[config.mk]
export PLATFORM = sky130hd
export DESIGN_NAME = mct_level
export DESIGN_NICKNAME = d
export VERILOG_FILES = /design/src/mct_pkg.sv /design/src/mct_level.sv
export SDC_FILE = /design/constraint.sdc
export NUM_CORES = 1
export LEC_CHECK = 0
export BUFFER_PORTS_ARGS = -buffer_cell sky130_fd_sc_hd__buf_4
export CAP_MARGIN = 20
export CORE_MARGIN = 10
export CORE_UTILIZATION = 51
export DETAILED_ROUTE_END_ITERATION = 7
export GPL_TIMING_DRIVEN = 0
export PLACE_DENSITY = 0.7
export SYNTH_ARGS = -nofsm -noshare
export SYNTH_HDL_FRONTEND = slang
export SYNTH_SLANG_ARGS = --single-unit
export TNS_END_PERCENT = 20
[constraint.sdc]
create_clock -name clock -period 6 [get_ports clock]
set_input_delay 0 -clock clock [delete_from_list [all_inputs] [get_ports clock]]
set_output_delay 0 -clock clock [all_outputs]
set_load 0.005 [all_outputs]
[src/mct_pkg.sv]
`timescale 1ns / 1ps
`default_nettype none
package mct_pkg;
   localparam int unsigned FieldCount = 8;
   localparam int unsigned FieldWidth = 3;
   localparam int unsigned IndexWidth = 10;

   typedef logic [FieldWidth-1:0] field_type;
   typedef field_type [FieldCount-1:0] image_type;

   typedef enum logic [1:0] {
      ST_IDLE,
      ST_WALK,
      ST_SEND
   } state_type;

   typedef struct packed {
      logic clear;
   } cell_ctl_type;
endpackage
`default_nettype wire

[src/mct_level.sv]
`timescale 1ns / 1ps
`default_nettype none
module mct_level #(
   parameter int unsigned DEPTH  = 2,
   parameter int unsigned SYMBOLS = 8,
   parameter int unsigned SYM_W  = 3,
   parameter int unsigned ADDR_W = 1
) (
   input  wire logic                         clock,
   input  wire mct_pkg::cell_ctl_type        ctl,
   input  wire logic [ADDR_W-1:0]            clr_addr,
   input  wire logic                         up_valid,
   input  wire logic [ADDR_W-1:0]            up_addr,
   input  wire logic [SYMBOLS*SYM_W-1:0]     up_map,
   output logic                              dn_valid,
   output logic [SYMBOLS*SYM_W-1:0]          dn_map
);
   import mct_pkg::*;

   logic [SYMBOLS*SYM_W-1:0] mem [DEPTH];
   logic [SYMBOLS*SYM_W-1:0] rd_ff;
   logic                     side_ff;
   logic                     valid_ff;
   logic [SYMBOLS*SYM_W-1:0] own_ff;
   logic [SYMBOLS*SYM_W-1:0] sib_map;
   logic [SYMBOLS*SYM_W-1:0] left_map;
   logic [SYMBOLS*SYM_W-1:0] right_map;
   logic [SYMBOLS*SYM_W-1:0] ident;
   logic [ADDR_W-1:0]        sib_addr;

   always_comb begin
      for (int s = 0; s < SYMBOLS; s++) begin
         ident[s*SYM_W +: SYM_W] = SYM_W'(s);
      end
   end

   assign sib_addr = up_addr ^ ADDR_W'(1);

   always_ff @(posedge clock) begin
      if (ctl.clear) begin
         mem[clr_addr] <= ident;
      end else if (up_valid) begin
         mem[up_addr]  <= up_map;
      end
      rd_ff         <= mem[sib_addr];
      side_ff       <= up_addr[0];
      own_ff        <= up_map;
      valid_ff      <= up_valid && !ctl.clear;
   end

   assign sib_map   = rd_ff;
   assign left_map  = side_ff ? sib_map : own_ff;
   assign right_map = side_ff ? own_ff : sib_map;

   always_comb begin
      for (int s = 0; s < SYMBOLS; s++) begin
         dn_map[s*SYM_W +: SYM_W] =
            left_map[right_map[s*SYM_W +: SYM_W]*SYM_W +: SYM_W];
      end
   end

   assign dn_valid = valid_ff;
endmodule
`default_nettype wire

# Yosys cells after proc, flatten, opt, wreduce, memory -nomap -nowiden

Memory sizes are Yosys's and may differ from the RTL's. A register that Yosys moved wholly into a read port is not among the register bits.
Index checks and enable logic that the tools add are counted.

Multiplexer cells: 10
$mul: 8
Reduce and logical (&&, ||, !) cells: 3
Bitwise logic cells: 1
Shift-type cells: 8

Operators with widths:

| cell                                              | count |
|---|---|
| variable part select 24 x 6 -> 3 bit              | 8 |
| two-way mux 24 bit                                | 3 |
| multiplier 3 x 2 -> 5 bit (second input constant) | 8 |
| OR reduction 24 bit                               | 1 |
| two-way mux 1 bit                                 | 7 |
| logical AND 1 bit                                 | 1 |
| logical NOT 1 bit                                 | 1 |
| inverter 1 bit                                    | 1 |

Bits of input ports: 29
Register bits after elaboration: 26
RAM bits: 48
Memories: 1
Output and inout port bits: 25

Memory list:

| memory | words | bits a word | rd ports | clocked after memory_dff | write ports | line            | RTL |
|---|---|---|---|---|---|---|---|
| mem    | 2     | 24          | 1        | 1                        | 1           | mct_level.sv:20 | `logic [SYMBOLS*SYM_W-1:0] mem [DEPTH];` |

# Logic depth before layout (Yosys ltp)

Depth after elaboration: 5
Gate-level depth with buffers: 9
Mapped depth without buffers: 5

# Worst setup path before layout

No wires, ideal clock.

Kind: input port to flip-flop
Start point: input port up_addr
End point: memory mem[1][0] in the netlist's numbering (enable)
Cell stages on the path: 4
Data required time: 5.562 ns
Slack: 3.146 ns
Arrival time: 2.416 ns
Buffers on the path: 2
Cell sequence: clkbuf_1 buf_1 nand2_1 o21ai_0

Word-level cells in the longest chain between the ends: 1

Ends and longest elaborated chain:

| item                        | line            | RTL |
|---|---|---|
| start: declaration          | mct_level.sv:13 | `input wire logic [ADDR_W-1:0] up_addr,` |
| two-way mux 1 bit (no line) | n/a             |  |
| end: declaration            | mct_level.sv:20 |  |

Every way passes these cells.

# Worst setup path after layout

Start point: register side_ff
End point: output port dn_map[15]

Word-level cells in the longest chain between the ends: 3

Ends and longest elaborated chain:

| item                                     | line            | RTL |
|---|---|---|
| start: declaration                       | mct_level.sv:22 | `logic side_ff;` |
| start signal: assignment                 | mct_level.sv:46 | `side_ff <= up_addr[0];` |
| two-way mux 24 bit                       | mct_level.sv:53 | `assign right_map = side_ff ? own_ff : sib_map;` |
| multiplier 3 x 2 -> 5 bit                | mct_level.sv:58 | `left_map[right_map[s*SYM_W +: SYM_W]*SYM_W +: SYM_W];` |
| variable part select 24 x 6 -> 3 bit (*) | mct_level.sv:58 |  |
| end: declaration                         | mct_level.sv:16 | `output logic [SYMBOLS*SYM_W-1:0] dn_map` |

Every way passes the cells marked *; elsewhere a longest branch is shown, timed or not.

==> flow_summary.html <==
<table>
<tr><th>Metric</th><th>Value</th></tr>
<tr><th colspan="2">Status</th></tr>
<tr><td>Outcome</td><td>complete, no violations</td></tr>
<tr><th colspan="2">Floorplan</th></tr>
<tr><td>Initial core utilization</td><td>52.11%</td></tr>
<tr><td>Row count</td><td>41</td></tr>
<tr><td>Vertical extent of the die</td><td>133.6 um</td></tr>
<tr><td>Die Wd</td><td>133.6 um</td></tr>
<tr><td>Count of boundary I/O pins</td><td>54</td></tr>
<tr><td>DIE AREA</td><td>17,840 sq um</td></tr>
<tr><td>Core region area</td><td>12,620 sq um</td></tr>
<tr><th colspan="2">Final layout</th></tr>
<tr><td>Post-route standard cell area excluding fillers</td><td>7810 sq um</td></tr>
<tr><td>Number of nets in the layout</td><td>719</td></tr>
<tr><td>Filler cells</td><td>1,092</td></tr>
<tr><td>Antenna diode count</td><td>0</td></tr>
<tr><td>Area overhead of the layout relative to synthesis</td><td>18.76%</td></tr>
<tr><td>Top library cells by usage in the layout, fill and taps aside</td><td>57 x buf_4, 53 x clkbuf_1, 53 x mux2i_1</td></tr>
<tr><td>Ratio of cells with drive above 1 in the final layout</td><td>26.33%</td></tr>
<tr><td>Commonest non-fill, non-tap cell in the layout</td><td>buf_4</td></tr>
<tr><th colspan="2">Pwr</th></tr>
<tr><td>Share of total power in combinational logic</td><td>31.9%</td></tr>
<tr><td>Power density normalized to cell area</td><td>262.3 nW/um^2</td></tr>
<tr><td>Part of the total power dissipated in the clock network</td><td>28.3%</td></tr>
<tr><td>Sequential power share</td><td>39.8%</td></tr>
<tr><td>Lkg Pwr</td><td>2.946 nW</td></tr>
<tr><td>Internal power</td><td>1.394 mW</td></tr>
<tr><td>Highest ir drop seen on vdd</td><td>0.2023 mV</td></tr>
<tr><td>Switching portion of total power</td><td>31.98%</td></tr>
<tr><td>Total net switching power</td><td>655.2 uW</td></tr>
<tr><th colspan="2">Timing</th></tr>
<tr><td>Number of hold violations in the final report</td><td>0</td></tr>
<tr><td>Slew @ Worst Pin</td><td>0.8192 ns</td></tr>
<tr><td>Worst setup skew after layout</td><td>0.005600 ns</td></tr>
<tr><td>Unrepaired setup endpoints after global routing</td><td>no</td></tr>
<tr><td>Maximum operating frequency</td><td>351.3 MHz</td></tr>
<tr><td>Final clock period utilization by the worst path</td><td>47.45%</td></tr>
<tr><td>Slew margin rel.</td><td>45.39%</td></tr>
<tr><td>Final setup TNS</td><td>0 ns</td></tr>
<tr><td>Min Clock Period, post-route</td><td>2.847 ns</td></tr>
<tr><td>Max-slew violation count</td><td>0</td></tr>
<tr><td>Final setup fails</td><td>0</td></tr>
<tr><td>Worst setup slack after layout</td><td>3.153 ns</td></tr>
<tr><th colspan="2">Synthesis</th></tr>
<tr><td>Sequential cell area fraction in the yosys report</td><td>37.14%</td></tr>
<tr><td>Post-Synthesis Net Count</td><td>628</td></tr>
<tr><td>Number of flops mapped to enable cells by yosys</td><td>48</td></tr>
<tr><td>Post-synth top flop</td><td>dfxtp_1</td></tr>
<tr><td>Asr flop ratio synth</td><td>0%</td></tr>
<tr><td>Synthesized netlist cell count</td><td>599</td></tr>
<tr><td>Library cells used by synthesis</td><td>51</td></tr>
<tr><td>Synthesized flop and latch total</td><td>98</td></tr>
<tr><td>Syn Area/Cell</td><td>10.98 sq um</td></tr>
<tr><td>Cell area after synthesis</td><td>6576 sq um</td></tr>
<tr><td>Number of warnings issued by yosys</td><td>0</td></tr>
<tr><th colspan="2">Placement</th></tr>
<tr><td>Final GP Congestion</td><td>1.023</td></tr>
<tr><td>Instance area at placement</td><td>7261 sq um</td></tr>
<tr><td>Estimated wirelength of the detail-placed design</td><td>16,790 um</td></tr>
<tr><td>Place WS</td><td>3.637 ns</td></tr>
<tr><td>Port Buf Inserts</td><td>53</td></tr>
<tr><th colspan="2">Drt</th></tr>
<tr><td>Highest metal layer with signal wires</td><td>met4</td></tr>
<tr><td>Post-route ant nets</td><td>0</td></tr>
<tr><td>Routed WL</td><td>24,290 um</td></tr>
<tr><td>DRC viols</td><td>0</td></tr>
<tr><td>Average wire per cell in the routed design</td><td>28.01 um</td></tr>
<tr><td>Total via count after detailed routing</td><td>5,923</td></tr>
<tr><td>First DRT Iteration DRCs</td><td>1,048</td></tr>
<tr><td>Met2 wirelength from detailed routing</td><td>10,690 um</td></tr>
<tr><td>1st-pass router iterations</td><td>6</td></tr>
<tr><td>DR WL met3</td><td>3067 um</td></tr>
<tr><td>Via-to-Cell Ratio</td><td>6.832</td></tr>
<tr><td>Wire length on met1</td><td>9546 um</td></tr>
<tr><th colspan="2">Clock network</th></tr>
<tr><td>Number of clock sinks</td><td>98</td></tr>
<tr><td>Clock latency reported for the late side of the worst-skew pair</td><td>0.35 ns</td></tr>
<tr><td>Clock transition at the registers of the reported paths</td><td>0.07 ns</td></tr>
<tr><td>CTS tree</td><td>done</td></tr>
<tr><td>CTS Buf Count</td><td>9</td></tr>
<tr><td>H-tree levels</td><td>3</td></tr>
<tr><td>Maximum root-to-sink buffer count</td><td>2</td></tr>
<tr><td>CTS root buf</td><td>clkbuf_16</td></tr>
<tr><th colspan="2">Global routing</th></tr>
<tr><td>Global-route congestion overflow total</td><td>0</td></tr>
<tr><td>Initial antenna violation count</td><td>0</td></tr>
<tr><td>GRT Resource Usage Total</td><td>26.97%</td></tr>
<tr><td>Number of global-route vias before repair</td><td>5,973</td></tr>
<tr><td>Maximum number of pins on one net before global-route repair</td><td>18</td></tr>
<tr><td>First-pass GRT wire length</td><td>36,570 um</td></tr>
<tr><th colspan="2">Worst setup path</th></tr>
<tr><td>Path type of the worst setup path</td><td>flop to output port</td></tr>
<tr><td>Cell chain of the critical path</td><td>buf_12 -&gt; buf_6 -&gt; buf_2 -&gt; buf_2 -&gt; buf_2 -&gt; nand2_1 -&gt; a31oi_1 -&gt; buf_4</td></tr>
<tr><td>Crit path launch type</td><td>flop</td></tr>
<tr><td>Most repeated library cell on the critical path</td><td>buf_2</td></tr>
<tr><td>Depth of the worst register-to-register path</td><td>1</td></tr>
<tr><td>Highest-delay cell along the critical path</td><td>dfxtp_1</td></tr>
<tr><td>Worst Path Required</td><td>6.00 ns</td></tr>
<tr><td>Worst setup EP type</td><td>output port</td></tr>
<tr><td>CP max FO</td><td>10</td></tr>
<tr><td>Arrival time reported for the critical path endpoint</td><td>2.85 ns</td></tr>
<tr><td>Longest individual stage delay on the worst path</td><td>0.41 ns</td></tr>
<tr><th colspan="2">Flow run</th></tr>
<tr><td>Max cap viols</td><td>0</td></tr>
<tr><th colspan="2">Min path</th></tr>
<tr><td>Hold depth</td><td>3</td></tr>
<tr><td>Tightest Hold Check Type</td><td>primary input to flop</td></tr>
</table>
-- Yosys cell counts (17+ instances only) --
master,instances,share of area [%]
nor2_1,31,1.8
mux4_2,47,16
nor3_1,17,1.3
nand2_1,49,2.8
nand3_1,19,1.4
a21oi_1,17,1.3
mux2i_1,54,8.2
clkbuf_1,53,3.0
edfxtp_1,48,22
dfxtp_1,50,15
nand2b_1,19,1.8
mux2_2,38,6.5
-- critical path, delay by kind of cell, from the launching register on --
kind,cells,cell delay [ns]
and+or+nand+nor,1,0.12
DFF,1,0.41
AOI/OAI and AO/OA,1,0.28
buffers and inverters,6,1.67
-- path summary, 6_finish.rpt --
kind | start | endpoint | slack (ns)
worst max-delay path | side_ff | dn_map[15] | 3.15
worst min-delay path | ctl | mem[1][3] | 0.12
worst max register to register | mem[1][0] | rd_ff[0] | 5.23
worst min register to register | mem[0][8] | rd_ff[8] | 0.47
-- registers in the layout (all words and copies together), names as in the netlist --
| register | flops |
|---|---|
| mem | 48 |
| own_ff | 24 |
| rd_ff | 24 |
| dn_valid | 1 |
| side_ff | 1 |
-- final cells by class --
class	instances	area [sq um]	area share (%)
plain buffers	73	346.6	4.438
clock buffers	9	225.2	2.884
clock inverters	7	73.82	0.9452
inverters	7	26.28	0.3364
multi-input cells	421	3777	48.37
flip-flops and latches	98	2442	31.27
well taps	172	215.2	2.756
repair buffers	80	703.2	9.004
-- power groups by stage --
stage	Sequential [mW]	Clock [mW]	Combinational [mW]
6_report	0.815	0.580	0.654
5_1_grt	0.818	0.612	0.683
4_1_cts	0.811	0.588	0.634
3_5_place_dp	0.826	0	0.619
3_3_place_gp	0.824	0	0.605
2_1_floorplan	0.804	0	0.406
-- timing repair --
item	in CTS	in global routing
endpoints found under the hold margin	73	0
hold buffers	25	0
setup buffers	0	0
gates resized for setup	0	0
-- routing by layer --
layer  global-route usage, %  up-vias
met4                   13.00        0
met3                   8.872      100
li1                        -     2462
met5                       0        -
met1                   34.65     2857
met2                   40.03      504
-- logic make-up after synthesis --
logic type | count (synthesis) | share of synthesized area, %
AND/OR/NAND/NOR | 175 | 13.03
multiplexers | 147 | 33.73
AO/OA/AOI/OAI | 99 | 10.43
flip-flops | 98 | 37.14
buffers and inverters | 80 | 5.670
-- per-stage QoR --
stage	instances	total power [mW]	utilization (%)	hold WS [ns]
6_report	867	2.049	61.89	0.1184
3_5_place_dp	826	1.445	57.54	0.1113
5_1_grt	867	2.113	61.89	0.1358
2_1_floorplan	599	1.209	-	0.02772
3_3_place_gp	824	1.428	56.97	0.1104
4_1_cts	867	2.034	61.89	0.1270
No activity file was read; power rests on OpenSTA's default activity.
